==> config.mk <==
export PLATFORM = sky130hd
export DESIGN_NAME = pidc_mul
export DESIGN_NICKNAME = d
export VERILOG_FILES = /design/src/rtl/core/pidc_pkg.sv /design/src/rtl/core/pidc_mul.sv
export SDC_FILE = /design/constraint.sdc
export NUM_CORES = 2
export LEC_CHECK = 0
export BUFFER_PORTS_ARGS = -buffer_cell sky130_fd_sc_hd__buf_2
export CORE_UTILIZATION = 45
export CTS_BUF_LIST = sky130_fd_sc_hd__clkbuf_4 sky130_fd_sc_hd__clkbuf_8
export DETAILED_ROUTE_END_ITERATION = 6
export GPL_TIMING_DRIVEN = 0
export REMOVE_ABC_BUFFERS = 1
export SYNTH_ARGS = -nofsm -noshare
export SYNTH_HDL_FRONTEND = slang
export SYNTH_SLANG_ARGS = --single-unit
==> constraint.sdc <==
create_clock -name clk -period 7.76 [get_ports clk]
set_clock_uncertainty 0.05 [all_clocks]
set_input_delay 0.776 -clock clk [delete_from_list [all_inputs] [get_ports clk]]
set_output_delay 0.776 -clock clk [all_outputs]
set_load 0.01 [all_outputs]
==> src/rtl/core/pidc_pkg.sv <==
// Shared types and constants for the clamped PID controller.
`timescale 1ns / 1ps

package pidc_pkg;

    localparam int DATA_W  = 32;
    localparam int LIM_W   = 31;
    localparam int MUL_W   = 33;
    localparam int PROD_W  = 2 * MUL_W;
    localparam int FRAC_W  = 24;
    localparam int TERM_W  = PROD_W - FRAC_W;
    localparam int SUM_W   = 64;
    localparam int DIVD_W  = 64;
    localparam int DIVS_W  = 32;
    localparam int DIV_BITS_PER_CYCLE = 2;
    localparam int DIV_CYCLES = DIVD_W / DIV_BITS_PER_CYCLE;
    localparam int DIV_CNT_W  = $clog2(DIV_CYCLES);
    localparam int CFG_IDX_W  = 3;

    localparam logic [SUM_W-1:0] D_SAT = 64'h4000_0000_0000_0000;

    localparam logic [CFG_IDX_W-1:0] REG_PROP_GAIN     = 3'd0;
    localparam logic [CFG_IDX_W-1:0] REG_INTEG_GAIN    = 3'd1;
    localparam logic [CFG_IDX_W-1:0] REG_DERIV_GAIN    = 3'd2;
    localparam logic [CFG_IDX_W-1:0] REG_SAMPLE_PERIOD = 3'd3;
    localparam logic [CFG_IDX_W-1:0] REG_DRIVE_LIMIT   = 3'd4;
    localparam logic [CFG_IDX_W-1:0] REG_INTEG_LIMIT   = 3'd5;

    localparam logic [DATA_W-1:0] RST_SAMPLE_PERIOD = 32'd167772;
    localparam logic [LIM_W-1:0]  RST_DRIVE_LIMIT   = 31'd65536000;
    localparam logic [LIM_W-1:0]  RST_INTEG_LIMIT   = 31'd65536000;

    typedef enum logic [3:0] {
        S_IDLE,
        S_MUL_DELTA,
        S_MUL_PROP,
        S_MUL_INTEG,
        S_MUL_DERIV,
        S_DIV_LOAD,
        S_DIV_RUN,
        S_CLAMP
    } state_t;

endpackage

==> src/rtl/core/pidc_mul.sv <==
// Shared signed multiplier with registered product.
`timescale 1ns / 1ps

module pidc_mul
    import pidc_pkg::*;
(
    input  logic                     clk,
    input  logic signed [MUL_W-1:0]  op_a,
    input  logic signed [MUL_W-1:0]  op_b,
    output logic signed [PROD_W-1:0] prod
);

    logic signed [PROD_W-1:0] prod_reg;

    always_ff @(posedge clk)
    begin
        prod_reg <= op_a * op_b;
    end

    assign prod = prod_reg;

endmodule

# == Word-level counts from Yosys, hierarchy flattened ==
# Cells that the tools add are included.
# classes
n_mul,1
# op_table
operator,count
33-bit by 33-bit multiplier with 66-bit output,1
# totals
input_bits,67
word_cells,2
register_bits,66
out_inout_bits,66

# == Longest topological paths before layout ==
# logic_depth
depth_word,1
depth_mapped,27
mapped_depth_nobuf,26

# == Worst setup path after synthesis ==
# No wires, ideal clock.
# synth_timing
kind,input to register
startpoint,input port op_a[32]
endpoint,"register prod_reg[62], in the netlist prod[62]"
path_buffers,2
stages,23
setup_ns,0.079
arrival_ns,7.933
path_slack_ns,-0.302
t_required_ns,7.631
cell_sequence,clkbuf_1 nand2_1 inv_1 fa_1 fa_1 fa_1 fa_1 fa_1 fa_1 fa_1 inv_1 fa_1 inv_1 ha_1 clkbuf_1 and3_1 nand3_1 nand2b_1 a2111oi_4 a211oi_4 a21o_2 a21o_1 a211oi_2
# synth_via
elab_chain_len,1
# synth_lines
item,line,rtl
"start, declared",pidc_mul.sv:8,"input logic signed [MUL_W-1:0] op_a,"
33-bit by 33-bit multiplier with 66-bit output,pidc_mul.sv:17,prod_reg <= op_a * op_b;
"end signal, assigned",pidc_mul.sv:17,
"end, declared",pidc_mul.sv:13,logic signed [PROD_W-1:0] prod_reg;
# No other way between the ends.

# == Worst setup path after layout ==
# layout_timing
startpoint,input port op_a[11]
endpoint,"register prod_reg[48], in the netlist prod[48]"
# Same word-level chain as after synthesis.

==> reports/metrics.yaml <==
fin_hold_ws_ns: 0.650
grt_pass1_vias: 31174
endpoint: "prod[48]"
die_h_um: 303
cp.depth: 22
crit_type: "in -> reg"
use_met3_pct: 4.60
required_ns: 8.00
ant_nets: 0
tightest_slew_ns: 0.789
drc_errors: 0
status: "finished, final reports clean"
drive_above_1_share_pct: 6.64
synth_seq_cells: 66
root_buffer: "clkbuf_8"
path_buf_inv: 5
core.rowCount: 109
synth_area_um2: 40700
dp_hpwl_um: 83600
area_growth_pct: 6.52
met1_usage_pct: 35.4
nNetsFinal: 5719
wl_um: 112000
path_cells: "buf_6 > and2_1 > fa_1 > fa_1 > inv_1 > fa_1 > inv_1 > fa_1 > fa_1 > fa_1 > fa_1 > inv_1 > fa_1 > inv_1 > ha_1 > nand2_1 > o21bai_1 > and3_1 > o21ai_1 > o31ai_4 > o31ai_1 > xor2_1"
met2_usage_pct: 43.0
grt.overflow.total: 0
largest_reg_flops: 66
drv_cap: 0
drt_pre_antenna_iters: 5
grt_pass1_wl_um: 180000
io_buffers: 132
num_vias: 28618
ys_seq_area_share_pct: 3.24
io_pins: 133
worst_ep_arrival_time_ns: 7.86
grt_antenna_before_repair: 4
setup.worst_path.start: "op_a[11]"
slowest_delay_ns: 0.61
numCtsBuffers: 9
min_period_ns: 7.62
slew_headroom_pct: 47.4
drt-vias-per-instance: 5.24
cp-end-kind: "flop"
synthCells: 4338
drtIter0Drc: 1699
synth_cell_types: 80
worstSetupStartpointType: "input pin"
fin_crit_sh_pct: 98.2
cts_tree: "done"
critPathMaxFanout: 33
fin_tns_setup_ns: 0
start_util_pct: 45.7
crit_slowest_cell: "fa_1"
hold_viol_final: 0
synth-edff-count: 0
fmax_mhz: 131
die-area_um2: 91700
cts.sinks: 66
cts.path.max_buffers: 2
mostFrequentLayoutCells: "1,135 x fa_1, 1,127 x inv_1, 559 x and2_1"
grt_max_degree: 34
gp_congestion: 0.907
final_common_cell: "fa_1"
hold_class: "in -> reg"
ys.flop_type: "dfxtp_1"
top_usage_layer: "met2"
cts.clk_slew.worst_paths_ns: 0.11
setup_violations: 0
core-area_um2: 89100
track_usage_pct: 26.1
wl_per_cell_um: 20.5
syn_area_per_cell_um2: 9.39
crit_top_cell: "fa_1"
yosysWarnings: 0
critical_path.top_delay_family: "adder cells"
final-max-slew-violation-count: 0
cts-htree-levels: 3
chipWidth_um: 303
postSynth.asyncResetShare_pct: 0
[Yosys cell counts, drive strengths merged, types with 3 or more instances]
cell type / number / share of area, %
fa: 1145 / 56
inv: 1131 / 10
and2: 563 / 8.7
nand2: 551 / 5.1
ha: 217 / 6.7
clkbuf: 208 / 1.9
nor2: 68 / 0.63
dfxtp: 66 / 3.2
a21oi: 61 / 0.80
xnor2: 43 / 0.92
a21o: 38 / 0.71
o21ai: 33 / 0.42
nand3: 26 / 0.33
xor2: 25 / 0.54
buf: 13 / 0.17
nand2b: 12 / 0.18
nand4: 12 / 0.20
a211oi: 11 / 0.27
o21bai: 11 / 0.20
a31oi: 9 / 0.15
nor3: 7 / 0.086
o31ai: 7 / 0.25
a211o: 6 / 0.13
and3: 6 / 0.10
o21a: 6 / 0.11
and4: 5 / 0.11
nor2b: 5 / 0.077
o211ai: 5 / 0.13
a21boi: 3 / 0.083
a221oi: 3 / 0.11
nor4: 3 / 0.083
or2: 3 / 0.046
or3: 3 / 0.046
[kinds of logic (layout without fill, tap and decap cells)]
group                      count (synthesis)  count (layout)  synth area share (%)
adders and majority gates               1362            1362                  62.9
xor gates and xnor gates                  68              68                  1.46
other                                      0               1                     0
DFF                                       66              66                  3.24
buffers and inverters                   1352            1309                  12.5
AOI/OAI and AO/OA                        219             219                  4.07
and+or+nand+nor                         1271            1271                  15.8
[worst min-delay path by stage]
stage / endpoint / from / slack (ns) / cells past startpoint
after floorplan: prod[0] / op_b[0] / 0.85 / 1
after detailed placement: prod[44] / prod[44] / 1.12 / 1
after global routing: prod[0] / op_b[0] / 0.63 / 2
after global placement: prod[36] / prod[36] / 1.12 / 1
final: prod[0] / op_b[0] / 0.65 / 2
after CTS: prod[0] / op_b[0] / 0.64 / 2
[what timing repair did]
action,CTS,global route
pin swaps,7,16
setup endpoints to repair,33,32
setup buffers,12,17
gates resized for setup,129,121
hold buffers,0,0
[metal layers]
| metal | wire length, µm | vias up |
|---|---|---|
| li1 | - | 12226 |
| met1 | 46400 | 15181 |
| met2 | 53400 | 996 |
| met3 | 8360 | 215 |
| met4 | 3670 | 0 |
| met5 | 0 | - |
[metrics by stage]
stage / instance area (µm²) / worst slack [ns] / utilization [%] / std cells
after global routing: 43400 / -0.0413 / 48.7 / 5460
after global placement: 42000 / -1.83 / 47.2 / 5414
after CTS: 42800 / 0.0000107 / 48.1 / 5443
final: 43400 / 0.136 / 48.7 / 5461
after detailed placement: 42000 / -1.78 / 47.2 / 5415
after floorplan: 39900 / 0.0523 / - / 4117
[layout make-up]
type,count,area [µm²]
Fill cell,8437,45700
Multi-Input combinational cell,2920,34700
Inverter,1131,4260
Tap cell,1165,1460
Timing Repair Buffer,162,1460
Sequential cell,66,1320
Clock buffer,10,138
Clock inverter,6,90.1
Antenna cell,1,2.50
Power is not shown: default switching activity piles up to over one toggle a cycle in this logic, so the estimate is an artifact.
