File: src/rtl/core/pidc_pkg.sv
// Shared types and constants for the clamped PID controller.
`timescale 1ns / 1ps

package pidc_pkg;

    localparam int DATA_W  = 32;
    localparam int LIM_W   = 31;
    localparam int MUL_W   = 33;
    localparam int PROD_W  = 2 * MUL_W;
    localparam int FRAC_W  = 24;
    localparam int TERM_W  = PROD_W - FRAC_W;
    localparam int SUM_W   = 64;
    localparam int DIVD_W  = 64;
    localparam int DIVS_W  = 32;
    localparam int DIV_BITS_PER_CYCLE = 2;
    localparam int DIV_CYCLES = DIVD_W / DIV_BITS_PER_CYCLE;
    localparam int DIV_CNT_W  = $clog2(DIV_CYCLES);
    localparam int CFG_IDX_W  = 3;

    localparam logic [SUM_W-1:0] D_SAT = 64'h4000_0000_0000_0000;

    localparam logic [CFG_IDX_W-1:0] REG_PROP_GAIN     = 3'd0;
    localparam logic [CFG_IDX_W-1:0] REG_INTEG_GAIN    = 3'd1;
    localparam logic [CFG_IDX_W-1:0] REG_DERIV_GAIN    = 3'd2;
    localparam logic [CFG_IDX_W-1:0] REG_SAMPLE_PERIOD = 3'd3;
    localparam logic [CFG_IDX_W-1:0] REG_DRIVE_LIMIT   = 3'd4;
    localparam logic [CFG_IDX_W-1:0] REG_INTEG_LIMIT   = 3'd5;

    localparam logic [DATA_W-1:0] RST_SAMPLE_PERIOD = 32'd167772;
    localparam logic [LIM_W-1:0]  RST_DRIVE_LIMIT   = 31'd65536000;
    localparam logic [LIM_W-1:0]  RST_INTEG_LIMIT   = 31'd65536000;

    typedef enum logic [3:0] {
        S_IDLE,
        S_MUL_DELTA,
        S_MUL_PROP,
        S_MUL_INTEG,
        S_MUL_DERIV,
        S_DIV_LOAD,
        S_DIV_RUN,
        S_CLAMP
    } state_t;

endpackage

File: src/rtl/core/pidc_div.sv
// Iterative unsigned restoring divider, two quotient bits per cycle.
`timescale 1ns / 1ps

module pidc_div
    import pidc_pkg::*;
(
    input  logic              clk,
    input  logic              rst_n,
    input  logic              start,
    input  logic [DIVD_W-1:0] dividend,
    input  logic [DIVS_W-1:0] divisor,
    output logic              done,
    output logic [DIVD_W-1:0] quotient
);

    logic [DIVD_W-1:0]    quo_reg;
    logic [DIVS_W-1:0]    rem_reg;
    logic [DIVS_W-1:0]    dvs_reg;
    logic [DIV_CNT_W-1:0] cnt_reg;
    logic                 busy_reg;
    logic                 done_reg;

    logic [DIVS_W:0]   r1, r2;
    logic              q1, q0;
    logic [DIVS_W-1:0] rem1, rem2;

    always_comb
    begin
        r1   = {rem_reg, quo_reg[DIVD_W-1]};
        q1   = (r1 >= {1'b0, dvs_reg});
        rem1 = q1 ? DIVS_W'(r1 - {1'b0, dvs_reg}) : r1[DIVS_W-1:0];
        r2   = {rem1, quo_reg[DIVD_W-2]};
        q0   = (r2 >= {1'b0, dvs_reg});
        rem2 = q0 ? DIVS_W'(r2 - {1'b0, dvs_reg}) : r2[DIVS_W-1:0];
    end

    always_ff @(posedge clk or negedge rst_n)
    begin
        if (!rst_n)
        begin
            busy_reg <= 1'b0;
            done_reg <= 1'b0;
            cnt_reg  <= '0;
        end
        else
        begin
            done_reg <= 1'b0;
            if (start)
            begin
                busy_reg <= 1'b1;
                cnt_reg  <= '0;
            end
            else if (busy_reg)
            begin
                cnt_reg <= cnt_reg + 1'b1;
                if (cnt_reg == DIV_CNT_W'(DIV_CYCLES - 1))
                begin
                    busy_reg <= 1'b0;
                    done_reg <= 1'b1;
                end
            end
        end
    end

    always_ff @(posedge clk)
    begin
        if (start)
        begin
            quo_reg <= dividend;
            rem_reg <= '0;
            dvs_reg <= divisor;
        end
        else if (busy_reg)
        begin
            quo_reg <= {quo_reg[DIVD_W-3:0], q1, q0};
            rem_reg <= rem2;
        end
    end

    assign done     = done_reg;
    assign quotient = quo_reg;

endmodule

File: config.mk
export PLATFORM = sky130hd
export DESIGN_NAME = pidc_div
export DESIGN_NICKNAME = d
export VERILOG_FILES = /design/src/rtl/core/pidc_pkg.sv /design/src/rtl/core/pidc_div.sv
export SDC_FILE = /design/constraint.sdc
export NUM_CORES = 1
export LEC_CHECK = 0
export BUFFER_PORTS_ARGS = -buffer_cell sky130_fd_sc_hd__clkbuf_2
export CORE_ASPECT_RATIO = 0.7
export CORE_MARGIN = 2
export CORE_UTILIZATION = 45
export CTS_BUF_LIST = sky130_fd_sc_hd__clkbuf_4 sky130_fd_sc_hd__clkbuf_8 sky130_fd_sc_hd__clkbuf_16
export DETAILED_ROUTE_END_ITERATION = 16
export GPL_ROUTABILITY_DRIVEN = 0
export PLACE_DENSITY = 0.65
export REMOVE_ABC_BUFFERS = 1
export SYNTH_ARGS = -nofsm -noshare
export SYNTH_HDL_FRONTEND = slang
export SYNTH_SLANG_ARGS = --single-unit
File: constraint.sdc
create_clock -name clk -period 6.2 [get_ports clk]
set_clock_uncertainty 0.15 [all_clocks]
set_input_delay 1.55 -clock clk [delete_from_list [all_inputs] [get_ports clk]]
set_output_delay 1.55 -clock clk [all_outputs]
set_load 0.005 [all_outputs]
### Word-level counts from Yosys, hierarchy flattened

Index checks and enable logic that the tools add are counted.
W data, S select, Z words.

* bits of input ports: 99
* output and inout bits: 65
* bits in registers: 135
* logic and storage cells: 25

* reductions and logical operators: 1
* muxes and demuxes: 12
* add/sub/neg operators: 3
* magnitude comparators: 2
* eq/ne operators: 1

Operators by type and width (count)
* $mux W64: 2
* $ge A33 B32 Y1: 2
* $mux W32: 2
* $sub A32 B32 Y32: 2
* $mux W5: 2
* $mux W1: 6
* $add A5 B1 Y5 const B: 1
* $eq A5 B5 Y1 const B: 1
* $reduce_bool A2 Y1: 1

### Depth between registers and ports, before layout

* word-level depth: 5
* mapped depth: 26

### Worst setup path after synthesis

Ideal clock, no wire load.

* path kind: reg2reg
* start point: register dvs_reg[9]
* end point: register quo_reg[0] (netlist: quotient[0]), data pin
* stages on the path, launching flop included: 25
* arrival: 5074 ps
* period minus slack after synthesis: 5484 ps
* setup slack: 716 ps
* path through: edfxtp_1 > inv_1 > ha_1 > clkbuf_1 > nand4_1 > or3_1 > o221ai_1 > a21oi_1 > o21ai_1 > clkbuf_1 > clkbuf_1 > a21oi_1 > ha_1 > buf_2 > a211oi_1 > o211ai_1 > a311o_1 > a21oi_1 > o31ai_1 > nand3_1 > o2111ai_1 > or2_1 > buf_6 > buf_6 > mux2_2

* word-level cells in the longest chain between the ends: 5
* elaborated cells between the ends (all ways): 6

RTL lines
* start, declared: line pidc_div.sv:18 `logic [DIVS_W-1:0] dvs_reg;`
* start signal, assigned: line pidc_div.sv:71 `dvs_reg <= divisor;`
* $sub A32 B32 Y32 or $ge A33 B32 Y1 (tied branches): line pidc_div.sv:31, pidc_div.sv:30
* $mux W32: line pidc_div.sv:31 `rem1 = q1 ? DIVS_W'(r1 - {1'b0, dvs_reg}) : r1[DIVS_W-1:0];`
* $ge A33 B32 Y1 (*): line pidc_div.sv:33 `q0 = (r2 >= {1'b0, dvs_reg});`
* $mux W64 (*): line pidc_div.sv:73 `else if (busy_reg)`
* $mux W64 (*): line pidc_div.sv:67 `if (start)`
* end signal, assigned: line pidc_div.sv:69 `quo_reg <= dividend;`
* end signal, assigned: line pidc_div.sv:75 `quo_reg <= {quo_reg[DIVD_W-3:0], q1, q0};`
* end, declared: line pidc_div.sv:16 `logic [DIVD_W-1:0] quo_reg;`

Every way passes the cells marked *; elsewhere a longest branch is shown, timed or not. The select of a mux whose other input is x is not followed.
A chain may end at the register's enable or synchronous reset.

### Worst setup path after layout

* start point: register quo_reg[63] (netlist: quotient[63])
* end point: register rem_reg[13]

* word-level cells in the longest chain between the ends: 4
* elaborated cells between the ends (all ways): 6

RTL lines
* $sub A32 B32 Y32 or $ge A33 B32 Y1 (tied branches): line pidc_div.sv:31, pidc_div.sv:30
* $mux W32 (*): line pidc_div.sv:31
* $sub A32 B32 Y32 or $ge A33 B32 Y1 (tied branches): line pidc_div.sv:34, pidc_div.sv:33
* $mux W32 (*): line pidc_div.sv:34 `rem2 = q0 ? DIVS_W'(r2 - {1'b0, dvs_reg}) : r2[DIVS_W-1:0];`
* end signal, assigned: line pidc_div.sv:76 `rem_reg <= rem2;`
* end, declared: line pidc_div.sv:17 `logic [DIVS_W-1:0] rem_reg;`

Every way passes the cells marked *; elsewhere a longest branch is shown, timed or not.

==> out/qor.yml <==
outcome: "completed"
peakVddDrop_v: 0.000337
fin_ws_ns: 0.377
cts-root-buf: "clkbuf_16"
grt_pass1_vias: 7186
grt_pass1_wl_um: 38300
worstHoldEndpoint: "rem_reg[1]$_SDFFE_PP0P_"
critPathBufInv: 3
worstRegToRegCells: 23
viasPerCell: 5.60
fin_hold_ws_ns: 0.358
largest_reg_flops: 64
crit_type: "reg2reg"
critical_path.top_delay_family: "compound AO/OA/AOI/OAI gates"
syn_area_mm2: 0.00926
tritoncts: "done"
clk_latency_ns: 0.44
fin_util: 0.549
cp_slowest_cell: "a22oi_1"
place_ws_ns: 0.0810
cp_slowest_stage_delay_ns: 0.44
vias: 7558
maxCapViolCount: 0
maxSlewHeadroom: 0.497
holdBufCountCts: 0
finalSetupTns_ns: 0
drive_gt1_frac: 0.289
synth_area_leaders: "edfxtp_1, mux2_2, ha_1"
finalHoldViolCount: 0
dr.first_iter.drc_count: 725
grt_start_max_net_pins: 71
cts_made_buffers: 17
synth_cells: 915
tightest_slew_ns: 0.754
min_period_ns: 5.82
yosysWarnings: 0
clock_sinks: 135
drt-total-wl_um: 24300
worstHoldPathType: "reg2reg"
p_leak_uw: 0.00489
synthDistinctLibCells: 63
rrSetupSlack_ns: 0.38
r2r-end: "rem_reg[13]$_SDFFE_PP0P_"
crit_start: "quotient[63]$_DFFE_PP_"
synth.avg_cell_area_um2: 10.1
path_cells: "inv_1 > ha_1 > inv_1 > fa_1 > a21o_1 > a311o_1 > nand3_1 > a31oi_1 > a22oi_1 > nand2_1 > xor2_1 > mux2_2 > ha_1 > and3_1 > and4_1 > nand4_1 > nor4_1 > a21oi_1 > o2111ai_1 > or2_4 > buf_4 > mux2i_1 > a211oi_1"
area_growth_pct: 18.7
fp.dieW_um: 175
start_util: 0.463
antenna_found_initial: 0
arrival_ns: 5.94
crit_path_start_kind: "flop"
io_buffer_count: 163
async_flop_share: 0.0519
synth_top_area_frac: 0.311
rows: 43
clk_pin_slew_worst_paths_ns: 0.06
synth.most_common_cell: "edfxtp_1"
drtPass1Iterations: 6
worstPathRequired_ns: 6.32
synthTopCellsByCount: "edfxtp_1, nor2_1, mux2_2"
hp-start: "rem_reg[1]$_SDFFE_PP0P_"
slew_viol_final: 0
detail-route-antenna-nets: 0
synth_seq_cells: 135
min_period_over_period: 0.939
dieArea_mm2: 0.0218
fmax_mhz: 172
drt-wirelength-per-cell_um: 18.0
synth_edf_count: 96
yosysTopAreaCell: "edfxtp_1"
drc: 0
rsz0062_at_grt: "no"
core_area_mm2: 0.0200
fill_cells: 1803
grt.total_usage: 0.228
ios: 164
final_nets: 1234
globalRouteOverflowTotal: 0
seq_area_frac_synth: 0.400
setup_viol_count_final: 0
cts_buffer_depth: 2
synthFlopType: "edfxtp_1"
die_h_um: 124
hpwlAfterDp_um: 18200
n_antenna_cell: 0
powerDensity_mw_per_mm2: 590
cts_htree_levels: 4
timing.rr.start: "quotient[63]$_DFFE_PP_"
path_max_fanout: 11
end_kind: "flop"
hold_path_depth: 2
-- kinds of logic after synthesis --
family / count (synthesis) / synth area share
buf+inv: 99 / 0.0437
xor+xnor: 59 / 0.0558
simple gates: 200 / 0.101
mux: 110 / 0.130
flops: 135 / 0.400
compound gates: 244 / 0.176
fa+ha+maj: 68 / 0.0935
-- worst max path at each step --
| stage | cells past startpoint | end |
|---|---|---|
| floorplan | 20 | rem_reg[0]$_SDFFE_PP0P_ |
| detailed placement | 21 | rem_reg[14]$_SDFFE_PP0P_ |
| global route | 22 | rem_reg[8]$_SDFFE_PP0P_ |
| CTS | 22 | rem_reg[13]$_SDFFE_PP0P_ |
| finish | 23 | rem_reg[13]$_SDFFE_PP0P_ |
| global placement | 21 | rem_reg[11]$_SDFFE_PP0P_ |
-- power breakdown --
group          internal, uW  switching, uW  leakage [uW]
logic                  1870           2360       0.00327
registers              1150            116       0.00135
clock network           590            405      0.000270
total                  3610           2880       0.00489
-- area by class of cell --
| cell class | count | area [um2] | share of cell area |
|---|---|---|---|
| flip-flops and latches | 135 | 3700 | 0.337 |
| inverters | 53 | 199 | 0.0181 |
| well taps | 270 | 338 | 0.0307 |
| repair buffers | 178 | 960 | 0.0873 |
| clock inverters | 14 | 134 | 0.0122 |
| multi-input cells | 682 | 5230 | 0.476 |
| clock buffers | 18 | 433 | 0.0394 |
-- cell usage in the layout, fill, tap and decap left out, types with 35 or more instances in the layout --
| master | Yosys | routed |
|---|---|---|
| clkbuf_2 | 0 | 162 |
| edfxtp_1 | 96 | 96 |
| nor2_1 | 83 | 83 |
| mux2_2 | 77 | 77 |
| a21oi_1 | 76 | 73 |
| ha_1 | 66 | 66 |
| inv_1 | 53 | 53 |
| nand2_1 | 36 | 36 |
| xnor2_1 | 36 | 36 |
| a211oi_1 | 35 | 35 |
-- through the flow --
step | cell area [um2] | cells | total power, uW
after floorplan | 9050 | 869 | 4320
after global placement | 10400 | 1317 | 5320
after detailed placement | 10400 | 1317 | 5340
after CTS | 10900 | 1349 | 6370
after global routing | 11000 | 1350 | 6930
final | 11000 | 1350 | 6490
-- per-layer routing --
layer | GRT usage | vias up | part of all wire
met3 | 0.0611 | 24 | 0.072
met5 | 0 | - | 0
li1 | - | 3730 | -
met4 | 0.0594 | 0 | 0.012
met1 | 0.345 | 3574 | 0.51
met2 | 0.318 | 230 | 0.40
-- tightest hold or removal path: stages, from the launching register on --
cell,delay [ns]
dfxtp_1,0.32
nand2b_1,0.07
o22ai_1,0.07
-- repair_timing --
action                     in CTS  in global routing
resized for setup               0                 10
setup endpoints to repair       0                 33
setup buffers                   0                  0
(Power assumes the default switching activity.)
